==> src/rtl/core/eerp_pkg.sv <==
package eerp_pkg;

  // result kinds, carried on tuser
  typedef enum logic [1:0] {
    KIND_TEXT  = 2'd0,
    KIND_EVENT = 2'd1,
    KIND_ERROR = 2'd2
  } kind_t;

  typedef enum logic [1:0] {
    ERR_NUMBER     = 2'd0,
    ERR_TOO_LONG   = 2'd1,
    ERR_NO_NEWLINE = 2'd2
  } err_t;

  localparam logic [7:0] CHAR_0     = 8'h30;
  localparam logic [7:0] CHAR_9     = 8'h39;
  localparam logic [7:0] CHAR_SPACE = 8'h20;
  localparam logic [7:0] CHAR_NL    = 8'h0A;

  localparam logic [10:0] BYTES_SAT = 11'd2047;

  localparam int TDATA_W = 144;
  localparam int TUSER_W = 2;

  typedef struct packed {
    kind_t       kind;
    logic [7:0]  text_byte;
    logic [7:0]  first_char;
    logic [7:0]  second_char;
    logic [31:0] start_pos;
    logic [31:0] end_pos;
    logic [31:0] flags;
    logic [8:0]  rune_count;
    logic [10:0] byte_count;
    err_t        error_code;
  } result_t;

endpackage

==> src/rtl/core/eerp_in_stage.sv <==
module eerp_in_stage (
  input  logic       clk,
  input  logic       rst,
  input  logic       s_valid,
  output logic       s_ready,
  input  logic [7:0] s_data,
  input  logic       take,
  output logic       valid,
  output logic [7:0] data
);

  // refill in the same cycle the held byte is consumed
  assign s_ready = !valid || take;

  always_ff @(posedge clk) begin
    if (rst) begin
      valid <= 1'b0;
    end else if (s_ready) begin
      valid <= s_valid;
    end
  end

  always_ff @(posedge clk) begin
    if (s_ready && s_valid) begin
      data <= s_data;
    end
  end

endmodule

==> src/rtl/core/eerp_dec_acc.sv <==
module eerp_dec_acc (
  input  logic [31:0] acc,
  input  logic [3:0]  digit,
  output logic [31:0] sum
);

  logic [35:0] wide;

  // acc * 10 + digit as two shifts and adds
  assign wide = ({4'd0, acc} << 3) + ({4'd0, acc} << 1) + {32'd0, digit};

  // saturate at all ones
  assign sum = (wide[35:32] != 4'd0) ? 32'hFFFF_FFFF : wide[31:0];

endmodule

==> src/rtl/core/eerp_parser.sv <==
module eerp_parser #(
  parameter int MAX_RUNES = 256
) (
  input  logic              clk,
  input  logic              rst,
  input  logic              in_valid,
  input  logic [7:0]        in_byte,
  input  logic              out_space,
  output logic              take,
  output logic              res_valid,
  output eerp_pkg::result_t res
);

  import eerp_pkg::*;

  localparam int CW = $clog2(MAX_RUNES + 1);

  typedef enum logic [7:0] {
    ST_C1   = 8'b0000_0001,
    ST_C2   = 8'b0000_0010,
    ST_NUM0 = 8'b0000_0100,
    ST_NUM1 = 8'b0000_1000,
    ST_NUM2 = 8'b0001_0000,
    ST_NUM3 = 8'b0010_0000,
    ST_TEXT = 8'b0100_0000,
    ST_NL   = 8'b1000_0000
  } state_t;

  function automatic logic [1:0] lead_extra(input logic [7:0] b);
    if (b < 8'h80)      return 2'd0;
    else if (b < 8'hE0) return 2'd1;
    else if (b < 8'hF0) return 2'd2;
    else                return 2'd3;
  endfunction

  state_t      state, state_next;
  logic [31:0] acc, acc_next;
  logic [15:0] kind_chars, kind_chars_next;
  logic [31:0] num0, num0_next;
  logic [31:0] num1, num1_next;
  logic [31:0] num2, num2_next;
  logic [CW-1:0] saved_runes, saved_runes_next;
  logic [CW-1:0] runes_left, runes_left_next;
  logic [1:0]  rune_bytes, rune_bytes_next;
  logic [10:0] text_bytes, text_bytes_next;

  logic [31:0]   acc_mac;
  logic          is_digit;

  eerp_dec_acc u_dec_acc (
    .acc   (acc),
    .digit (in_byte[3:0]),
    .sum   (acc_mac)
  );

  assign take     = in_valid && out_space;
  assign is_digit = (in_byte >= CHAR_0) && (in_byte <= CHAR_9);

  always_comb begin
    state_next       = state;
    acc_next         = acc;
    kind_chars_next  = kind_chars;
    num0_next        = num0;
    num1_next        = num1;
    num2_next        = num2;
    saved_runes_next = saved_runes;
    runes_left_next  = runes_left;
    rune_bytes_next  = rune_bytes;
    text_bytes_next  = text_bytes;
    res_valid        = 1'b0;
    res              = '0;

    unique case (state) inside
      ST_C1: begin
        kind_chars_next = {in_byte, 8'd0};
        state_next      = ST_C2;
      end
      ST_C2: begin
        kind_chars_next = {kind_chars[15:8], in_byte};
        acc_next        = '0;
        state_next      = ST_NUM0;
      end
      ST_NUM0, ST_NUM1, ST_NUM2, ST_NUM3: begin
        if (is_digit) begin
          acc_next = acc_mac;
        end else if (in_byte != CHAR_SPACE) begin
          res_valid      = 1'b1;
          res.kind       = KIND_ERROR;
          res.error_code = ERR_NUMBER;
          state_next     = ST_C1;
        end else if (state == ST_NUM3) begin
          if (acc > 32'(MAX_RUNES)) begin
            res_valid      = 1'b1;
            res.kind       = KIND_ERROR;
            res.error_code = ERR_TOO_LONG;
            state_next     = ST_C1;
          end else begin
            saved_runes_next = acc[CW-1:0];
            runes_left_next  = acc[CW-1:0];
            rune_bytes_next  = 2'd0;
            text_bytes_next  = '0;
            state_next       = (acc == 32'd0) ? ST_NL : ST_TEXT;
          end
        end else begin
          // field separator: bank the number and move on
          acc_next = '0;
          if (state == ST_NUM0) begin
            num0_next  = acc;
            state_next = ST_NUM1;
          end else if (state == ST_NUM1) begin
            num1_next  = acc;
            state_next = ST_NUM2;
          end else begin
            num2_next  = acc;
            state_next = ST_NUM3;
          end
        end
      end
      ST_TEXT: begin
        res_valid     = 1'b1;
        res.kind      = KIND_TEXT;
        res.text_byte = in_byte;
        if (text_bytes < BYTES_SAT) begin
          text_bytes_next = text_bytes + 11'd1;
        end
        if (rune_bytes != 2'd0) begin
          rune_bytes_next = rune_bytes - 2'd1;
        end else begin
          rune_bytes_next = lead_extra(in_byte);
        end
        // rune done once its trailing bytes are used up
        if (rune_bytes_next == 2'd0) begin
          if (runes_left != '0) begin
            runes_left_next = runes_left - CW'(1);
          end
          if (runes_left_next == '0) begin
            state_next = ST_NL;
          end
        end
      end
      ST_NL: begin
        res_valid  = 1'b1;
        state_next = ST_C1;
        if (in_byte != CHAR_NL) begin
          res.kind       = KIND_ERROR;
          res.error_code = ERR_NO_NEWLINE;
        end else begin
          res.kind        = KIND_EVENT;
          res.first_char  = kind_chars[15:8];
          res.second_char = kind_chars[7:0];
          res.start_pos   = num0;
          res.end_pos     = num1;
          res.flags       = num2;
          res.rune_count  = 9'(saved_runes);
          res.byte_count  = text_bytes;
        end
      end
      default: begin
        state_next = ST_C1;
      end
    endcase
  end

  always_ff @(posedge clk) begin
    if (rst) begin
      state       <= ST_C1;
      acc         <= '0;
      kind_chars  <= '0;
      num0        <= '0;
      num1        <= '0;
      num2        <= '0;
      saved_runes <= '0;
      runes_left  <= '0;
      rune_bytes  <= '0;
      text_bytes  <= '0;
    end else if (take) begin
      state       <= state_next;
      acc         <= acc_next;
      kind_chars  <= kind_chars_next;
      num0        <= num0_next;
      num1        <= num1_next;
      num2        <= num2_next;
      saved_runes <= saved_runes_next;
      runes_left  <= runes_left_next;
      rune_bytes  <= rune_bytes_next;
      text_bytes  <= text_bytes_next;
    end
  end

endmodule

==> src/rtl/core/eerp_out_stage.sv <==
module eerp_out_stage (
  input  logic              clk,
  input  logic              rst,
  input  logic              take,
  input  logic              res_valid,
  input  eerp_pkg::result_t res,
  output logic              space,
  output logic              m_valid,
  input  logic              m_ready,
  output eerp_pkg::result_t m_res
);

  import eerp_pkg::*;

  // free when empty or being drained this cycle
  assign space = !m_valid || m_ready;

  always_ff @(posedge clk) begin
    if (rst) begin
      m_valid <= 1'b0;
    end else if (space) begin
      m_valid <= take && res_valid;
    end
  end

  always_ff @(posedge clk) begin
    if (space && take && res_valid) begin
      m_res <= res;
    end
  end

endmodule

==> src/rtl/core/editor_event_record_parser.sv <==
// Path: an accepted byte goes through the input register, then the result register, to its result word.
// Throughput: one byte per cycle, sustained, as long as the result side keeps up.
// Each cycle's path: one state decode plus a saturating acc*10+digit (shift-add, 36 bits).
// Reset: rst is synchronous, active high; clears both stage valids and puts the parser
// in the wait-for-origin-char state with all counters and saved fields at zero.
module editor_event_record_parser #(
  parameter int MAX_RUNES = 256
) (
  input  logic                          clk,
  input  logic                          rst,
  // input stream: one raw byte per word
  input  logic                          s_axis_tvalid,
  output logic                          s_axis_tready,
  input  logic [7:0]                    s_axis_tdata,   // [7:0] in_byte
  // result stream
  output logic                          m_axis_tvalid,
  input  logic                          m_axis_tready,
  // tdata from bit 0 up: text_byte[7:0], first_char[15:8], second_char[23:16],
  // start_pos[55:24], end_pos[87:56], flags[119:88], rune_count[128:120],
  // byte_count[139:129], error_code[141:140], zero pad[143:142]
  output logic [eerp_pkg::TDATA_W-1:0]  m_axis_tdata,
  output logic [eerp_pkg::TUSER_W-1:0]  m_axis_tuser    // [1:0] kind
);

  import eerp_pkg::*;

  // Stage 1: byte register. Stage 2: parser state update feeding the result register.
  // The result register frees itself in the cycle its word is taken, so both stages
  // advance together whenever the downstream side is ready.

  logic       in_valid;
  logic [7:0] in_byte;
  logic       take;
  logic       out_space;
  logic       res_valid;
  result_t    res;
  result_t    m_res;

  eerp_in_stage u_in_stage (
    .clk     (clk),
    .rst     (rst),
    .s_valid (s_axis_tvalid),
    .s_ready (s_axis_tready),
    .s_data  (s_axis_tdata),
    .take    (take),
    .valid   (in_valid),
    .data    (in_byte)
  );

  // record parser: origin/type chars, four space-ended numbers, runes, newline
  eerp_parser #(
    .MAX_RUNES (MAX_RUNES)
  ) u_parser (
    .clk       (clk),
    .rst       (rst),
    .in_valid  (in_valid),
    .in_byte   (in_byte),
    .out_space (out_space),
    .take      (take),
    .res_valid (res_valid),
    .res       (res)
  );

  eerp_out_stage u_out_stage (
    .clk       (clk),
    .rst       (rst),
    .take      (take),
    .res_valid (res_valid),
    .res       (res),
    .space     (out_space),
    .m_valid   (m_axis_tvalid),
    .m_ready   (m_axis_tready),
    .m_res     (m_res)
  );

  // pack the result word; fields unused by a kind are already zero
  assign m_axis_tuser = m_res.kind;
  assign m_axis_tdata = {2'b00,
                         m_res.error_code,
                         m_res.byte_count,
                         m_res.rune_count,
                         m_res.flags,
                         m_res.end_pos,
                         m_res.start_pos,
                         m_res.second_char,
                         m_res.first_char,
                         m_res.text_byte};

endmodule
==> config.mk <==
export PLATFORM = sky130hd
export DESIGN_NAME = editor_event_record_parser
export DESIGN_NICKNAME = d
export VERILOG_FILES = /design/src/rtl/core/eerp_pkg.sv /design/src/rtl/core/eerp_in_stage.sv /design/src/rtl/core/eerp_dec_acc.sv /design/src/rtl/core/eerp_parser.sv /design/src/rtl/core/eerp_out_stage.sv /design/src/rtl/core/editor_event_record_parser.sv
export SDC_FILE = /design/constraint.sdc
export NUM_CORES = 1
export LEC_CHECK = 0
export BUFFER_PORTS_ARGS = -buffer_cell sky130_fd_sc_hd__clkbuf_2
export CAP_MARGIN = 20
export CORE_ASPECT_RATIO = 1.5
export CORE_MARGIN = 2
export CORE_UTILIZATION = 45
export CTS_CLUSTER_DIAMETER = 100
export CTS_CLUSTER_SIZE = 16
export DETAILED_ROUTE_END_ITERATION = 12
export GPL_ROUTABILITY_DRIVEN = 0
export GPL_TIMING_DRIVEN = 0
export PLACE_DENSITY = 0.61
export SLEW_MARGIN = 20
export SYNTH_ARGS = -nofsm -noshare
export SYNTH_HDL_FRONTEND = slang
export SYNTH_SLANG_ARGS = --single-unit
==> constraint.sdc <==
create_clock -name clk -period 12.6 [get_ports clk]
set_input_delay 1.89 -clock clk [delete_from_list [all_inputs] [get_ports clk]]
set_output_delay 1.89 -clock clk [all_outputs]
set_load 0.02 [all_outputs]
# Word-level counts from Yosys, hierarchy flattened
# Cells that the tools add are included.
dict set report word_totals {
  in_bits 12
  out_inout_bits 148
  wordCells 154
  reg_bits 337
}
dict set report classes {
  n_lt_le_gt_ge 7
  eq_ne 19
  bitwise 8
  addsub 5
  mux 58
  n_reduce_logical 33
}
# operator n
set op_table {}
lappend op_table {{two-way mux 32 bit} 4}
lappend op_table {{two-way mux 9 bit} 8}
lappend op_table {{case mux 32 bit (2 select lines)} 1}
lappend op_table {{two-way mux 8 bit} 7}
lappend op_table {{two-way mux 11 bit} 5}
lappend op_table {{adder 35 x 33 -> 36 bit} 1}
lappend op_table {{adder 36 x 4 -> 36 bit} 1}
lappend op_table {{greater-than comparator 32 x 9 -> 1 bit, second input constant} 1}
lappend op_table {{logical NOT 32 bit} 1}
lappend op_table {{two-way mux 2 bit} 16}
lappend op_table {{case mux 16 bit (2 select lines)} 1}
lappend op_table {{case mux 8 bit (4 select lines)} 1}
lappend op_table {{AND reduction 7 bit} 4}
lappend op_table {{less-than comparator 8 bit, second input constant} 3}
lappend op_table {{case mux 11 bit (2 select lines)} 1}
lappend op_table {{case mux 9 bit (2 select lines)} 1}
lappend op_table {{AND reduction 6 bit} 3}
lappend op_table {{two-way mux 6 bit} 2}
lappend op_table {{inequality test 2 bit, second input constant} 6}
lappend op_table {{case mux 2 bit (2 select lines)} 3}
lappend op_table {{adder 11 x 1 -> 11 bit, second input constant} 1}
lappend op_table {{less-than comparator 11 bit, second input constant} 1}
lappend op_table {{logical NOT 9 bit} 1}
lappend op_table {{nonzero test 9 bit} 1}
lappend op_table {{other kinds (30)} 56}

# Logic depth before layout (Yosys ltp)
dict set report logic_depth {
  word_depth 13
  mapped_depth 14
  ltp_nobuf 12
}

# Hierarchy
# From an unflattened synthesis, not the netlist that was laid out.
dict set report hier_totals {
  hier_cells 1613
  area_unflattened_um2 15772.6
}
# module area_each_um2 cells_each n_inst
set by_module_without_submodules {}
lappend by_module_without_submodules {eerp_parser 8583.2 1100 1}
lappend by_module_without_submodules {eerp_out_stage 4386.7 149 1}
lappend by_module_without_submodules {eerp_dec_acc 2488.6 348 1}
lappend by_module_without_submodules {eerp_in_stage 295.3 13 1}
lappend by_module_without_submodules {editor_event_record_parser 18.8 3 1}

# Worst setup path after synthesis
# OpenSTA, ideal clock, no wires.
dict set report synth_timing {
  kind {input-to-reg}
  from {input m_axis_tready}
  to {register u_out_stage.m_res[0] (netlist name)}
  setup_slack_ns 2.469
  t_required_ns 11.867
  setup_ns 0.733
  path_stages 3
  path_buffers 0
  arrival_ns 9.398
  path_cell_list {nand2b_1 -> nand2_1 -> a31oi_1}
}
dict set report synth_between {
  elab_chain_cells 4
}
# element line_no
set synth_lines {}
lappend synth_lines {{start: declaration} editor_event_record_parser.sv:17} ;# input logic m_axis_tready,
lappend synth_lines {{logical OR 1 bit *} eerp_out_stage.sv:16} ;# assign space = !m_valid || m_ready;
lappend synth_lines {{logical AND 1 bit} eerp_parser.sv:56} ;# assign take = in_valid && out_space;
lappend synth_lines {{logical AND 1 bit * (2 in a row)} eerp_out_stage.sv:27} ;# if (space && take && res_valid) begin
# Mark *: on every way between the ends. The rest lies on a longest branch, timed or not.
# A chain may end at the register's enable or synchronous reset.

# Worst setup path in the final report
dict set report layout_timing {
  from {register u_in_stage.data[3]}
  to {register u_parser.acc[25]}
}
dict set report layout_between {
  elab_chain_cells 5
  word_cells_on_any_way 12
}
# element line_no
set layout_lines {}
lappend layout_lines {{start: declaration} eerp_in_stage.sv:9} ;# output logic [7:0] data
lappend layout_lines {{start signal: assignment} eerp_in_stage.sv:25} ;# data <= s_data;
lappend layout_lines {{adder 36 x 4 -> 36 bit} eerp_dec_acc.sv:10} ;# assign wide = ({4'd0, acc} << 3) + ({4'd0, acc} << 1) + {32'd0, digit};
lappend layout_lines {{nonzero test 4 bit} eerp_dec_acc.sv:13} ;# assign sum = (wide[35:32] != 4'd0) ? 32'hFFFF_FFFF : wide[31:0];
lappend layout_lines {{two-way mux 32 bit} eerp_dec_acc.sv:13}
lappend layout_lines {{two-way mux 32 bit} eerp_parser.sv:84} ;# if (is_digit) begin
lappend layout_lines {{case mux 32 bit (2 select lines)} eerp_parser.sv:73} ;# unique case (state) inside
lappend layout_lines {{end signal: assignment} eerp_parser.sv:178} ;# acc <= acc_next;
lappend layout_lines {{end: declaration} eerp_parser.sv:37} ;# logic [31:0] acc, acc_next;
# Parallel ways exist; a longest one is shown, timed or not.

==> impl_results.rst <==
.. list-table::
   :header-rows: 1

   * - Metric
     - Value
   * - Outcome
     - finished, final reports clean
   * - Lkg Pwr
     - 6.32 nW
   * - Number of buffers added on ports
     - 157
   * - Count of buffering cells on the critical path with inverters included
     - 3
   * - Cell type with the largest total area after synthesis
     - sky130_fd_sc_hd__edfxtp_1
   * - Crit Path Class
     - reg -> reg
   * - Largest vdd supply drop
     - 0.0000854 V
   * - WP data arrival
     - 4.71 ns
   * - Post-layout net count
     - 1775
   * - Average cell area after synthesis
     - 9.99 sq um
   * - Global-route wire length before repair
     - 60600 um
   * - Antenna violations before repair
     - 0
   * - Number of placed I/O pins
     - 160
   * - Relative contribution of sequential cells to total power
     - 58.8%
   * - CTS Sinks
     - 337
   * - Total number of yosys warnings
     - 0
   * - Critical-path cell with the highest stage delay
     - sky130_fd_sc_hd__fa_1
   * - R2R setup slack
     - 8.33 ns
   * - Number of enable flip-flop cells after synthesis
     - 152
   * - Reg2Reg Depth
     - 13
   * - Worst relative slew slack
     - 41.7%
   * - Maximum buffer depth of the clock tree
     - 3
   * - RSZ-0062 raised after global routing
     - no
   * - Leading cell type by number of instances after synthesis
     - sky130_fd_sc_hd__nand2_1
   * - Total standard cell area after synthesis
     - 15000 sq um
   * - Count of cell instances traversed by the critical path
     - 13
   * - GR Util All Layers
     - 22.0%
   * - Via count
     - 11.7k
   * - Number of DRC markers after the initial detailed-route iteration
     - 633
   * - Critical Path, Cell by Cell
     - fa_1 -> inv_1 -> fa_1 -> nand2b_1 -> a21oi_1 -> o21ai_1 -> a211oi_1 -> o221ai_1 -> a221o_1 -> o31a_1 -> buf_6 -> buf_6 -> a221o_1
   * - Maximum clock rate
     - 234 MHz
   * - Worst-Skew Late Latency
     - 0.56 ns
   * - Setup WS post-layout
     - 8.33 ns
   * - Startpoint type of the worst setup path
     - register
   * - Number of gates given a new drive strength after cts
     - 0
   * - Finished Layout Cells
     - 2130
   * - Critical path's largest stage delay
     - 0.63 ns
   * - Sum of routed wire segments on met1
     - 14900 um
   * - Clk pwr share
     - 39.2%
   * - Post-route ant nets
     - 0
   * - Initial core utilization
     - 45.8%
   * - Worst Setup End Kind
     - register
   * - Die Area
     - 34900 sq um
   * - Die height
     - 228 um
   * - Final setup viols
     - 0
   * - Share of the clock period used by the worst path
     - 33.9%
   * - Destination of the worst register-to-register timing path
     - u_parser.acc[25]
   * - TritonCTS clock tree
     - built
   * - Detailed-route wire length
     - 38900 um
   * - Async set or reset register ratio after synthesis
     - 0%
   * - Critical path destination
     - u_parser.acc[25]
   * - Placeable core area
     - 32700 sq um
   * - Metal2 WL
     - 21100 um
   * - GRT overflow
     - 0
   * - Total of max-cap violations
     - 0
   * - PwrDens
     - 113 nW/um^2
   * - Critical-path maximum fanout
     - 10
   * - Count of H-tree levels built during CTS
     - 1
   * - Setup crit start
     - u_in_stage.data[3]
   * - Startpoint of the most critical register-to-register path
     - u_in_stage.data[3]
   * - Required time of the worst setup path
     - 13.03 ns
   * - Worst slack after detailed placement
     - 8.34 ns
   * - WHS Path Cells
     - 2
   * - Core Rows
     - 81
   * - Unique masters post-synth
     - 65
   * - Fraction of post-synthesis cell area in the top cell type by area
     - 30.4%
   * - Width of the die
     - 153 um
   * - Most numerous cell types in the synthesized netlist
     - sky130_fd_sc_hd__nand2_1 (283), sky130_fd_sc_hd__dfxtp_1 (185), sky130_fd_sc_hd__a21oi_1 (173)
   * - Transition time at the pin with the least slew margin
     - 0.875 ns
   * - Number of synthesized register bits
     - 337
   * - Net switching power figure
     - 0.000415 W
   * - Wire length on met3
     - 1540 um
   * - Instance count after placement with tap cells included
     - 2084
   * - Via count of the first global-routing pass
     - 11.2k
   * - Tmin final
     - 4.27 ns
   * - Clock transition at path regs
     - 0.07 ns
   * - Gate Count Post-Synth
     - 1502
   * - Detailed placement HPWL
     - 28700 um
   * - Most frequently used flop master after synthesis
     - sky130_fd_sc_hd__dfxtp_1
   * - Drt wl/cell
     - 18.3 um
   * - Cts bufs inserted
     - 25
   * - Hold crit path type
     - reg -> reg
   * - Power share of the combinational group
     - 2.0%
   * - Total setup buffers inserted after CTS
     - 0
   * - CTS Root Buffer Type
     - sky130_fd_sc_hd__clkbuf_16
   * - Detailed-routing iteration count for the pre-antenna-repair pass
     - 5
   * - Number of inserted diodes
     - 0
   * - Max layer used
     - met4
   * - Fraction of the yosys area taken by sequential cells
     - 55.1%
   * - Total of hold buffers inserted after clock tree synthesis
     - 0
   * - Layout cells sized above 1
     - 12.5%
   * - Internal Pwr Total
     - 0.00153 W
   * - Largest net degree at the start of global routing
     - 24
   * - Final number of max-transition violations
     - 0
   * - Area growth, synth to finish
     - 15.1%
   * - Final hold viol count
     - 0
   * - Routed via count divided by cell count
     - 5.47
   * - Setup clock skew after layout
     - 0.0194 ns
   * - Category of cells accounting for the largest share of critical-path delay
     - compound AO/OA/AOI/OAI gates
   * - DRC violation count after routing
     - 0
   * - Net switching fraction of the power
     - 21.4%
   * - Synth top area cells
     - sky130_fd_sc_hd__edfxtp_1 (30%), sky130_fd_sc_hd__dfxtp_1 (25%), sky130_fd_sc_hd__nand2_1 (7.1%), sky130_fd_sc_hd__and2_1 (6.1%), sky130_fd_sc_hd__a21oi_1 (5.8%)
power groups by stage:
stage               clock network (W)  logic (W)  registers [W]
floorplan                           0  0.0000212        0.00117
global placement                    0  0.0000374        0.00117
detailed placement                  0  0.0000388        0.00117
CTS                          0.000774  0.0000390        0.00114
global route                 0.000819  0.0000424        0.00114
finish                       0.000762  0.0000389        0.00114
state kept, by name, indices dropped and copies added (netlist names), 2 cells and up:
| signal | flops |
|---|---|
| u_in_stage.data | 8 |
| u_out_stage.m_res | 144 |
| u_parser.acc | 32 |
| u_parser.kind_chars | 16 |
| u_parser.num0 | 32 |
| u_parser.num1 | 32 |
| u_parser.num2 | 32 |
| u_parser.rune_bytes | 2 |
| u_parser.runes_left | 9 |
| u_parser.saved_runes | 9 |
| u_parser.state | 8 |
| u_parser.text_bytes | 11 |
layer usage:
metal | track usage (%) | vias up
li1 | - | 5711
met1 | 24.8 | 5576
met2 | 42.4 | 289
met3 | 2.20 | 75
met4 | 8.78 | 0
met5 | 0 | -
area by class of cell:
type,count,area (sq um)
multi-input combinational,1061,6330
clock buffer,44,697
tap,415,519
sequential,337,8270
inverter,16,60.1
buffer,89,365
timing repair buffer,166,988
clock inverter,2,36.3
fill,3027,15500
layout by cell type (no fill, tap or decap), types with 7 or more instances in the layout:
cell type / Yosys / routed
sky130_fd_sc_hd__ha_1: 65 / 65
sky130_fd_sc_hd__nand3_1: 24 / 24
sky130_fd_sc_hd__xnor2_1: 18 / 18
sky130_fd_sc_hd__nor3_1: 19 / 19
sky130_fd_sc_hd__nor2_1: 63 / 63
sky130_fd_sc_hd__a21o_1: 13 / 13
sky130_fd_sc_hd__a22oi_1: 12 / 12
sky130_fd_sc_hd__a221o_1: 31 / 31
sky130_fd_sc_hd__nor2b_1: 7 / 7
sky130_fd_sc_hd__buf_16: 0 / 7
sky130_fd_sc_hd__a211oi_1: 9 / 9
sky130_fd_sc_hd__clkbuf_1: 83 / 102
sky130_fd_sc_hd__nand2_1: 283 / 283
sky130_fd_sc_hd__dfxtp_1: 185 / 185
sky130_fd_sc_hd__a21oi_1: 173 / 173
sky130_fd_sc_hd__nor4_1: 15 / 15
sky130_fd_sc_hd__o211ai_1: 10 / 10
sky130_fd_sc_hd__edfxtp_1: 152 / 152
sky130_fd_sc_hd__or3_1: 7 / 7
sky130_fd_sc_hd__xor2_1: 22 / 22
sky130_fd_sc_hd__nand4_1: 13 / 13
sky130_fd_sc_hd__clkbuf_16: 0 / 25
sky130_fd_sc_hd__o21ai_0: 29 / 29
sky130_fd_sc_hd__clkbuf_2: 0 / 157
sky130_fd_sc_hd__inv_1: 16 / 16
sky130_fd_sc_hd__nand2b_1: 11 / 11
sky130_fd_sc_hd__and2_1: 147 / 147
cells by family after synthesis:
logic type	after synthesis	synth area share (%)
multiplexers	4	0.275
XOR/XNOR	40	2.33
other	1	0.0250
adder cells (fa/ha/maj)	67	5.69
AO/OA/AOI/OAI	327	13.7
flip-flops	337	55.1
buffers and inverters	105	2.83
AND/OR/NAND/NOR	621	20.1
worst min-delay path by stage:
stage | end | start | slack, ns
finish | u_parser.kind_chars[10] | u_parser.kind_chars[10] | 0.45
global route | u_parser.kind_chars[10] | u_parser.kind_chars[10] | 0.47
CTS | u_parser.kind_chars[10] | u_parser.kind_chars[10] | 0.45
detailed placement | u_parser.kind_chars[10] | u_parser.kind_chars[10] | 0.44
global placement | u_parser.kind_chars[15] | u_parser.kind_chars[15] | 0.44
floorplan | u_parser.saved_runes[1] | u_parser.saved_runes[1] | 0.43
worst min-delay path: cells and delay by family (launching register included):
kind             cells  cell delay [ns]
AO/OA/AOI/OAI        1             0.05
flip-flops           1             0.31
AND/OR/NAND/NOR      1             0.05
through the flow:
stage / total power [W] / instance area [sq um] / hold WS [ns] / TNS, ns / utilization, %
after floorplan: 0.00119 / 15000 / 0.427 / 0 / -
after detailed placement: 0.00121 / 16500 / 0.441 / 0 / 50.5
after global routing: 0.00201 / 17300 / 0.467 / 0 / 52.7
final: 0.00195 / 17300 / 0.447 / 0 / 52.7
after global placement: 0.00121 / 16300 / 0.435 / -82.04 / 49.8
after CTS: 0.00196 / 17300 / 0.451 / 0 / 52.7
Power figures use the tool's default switching activity.
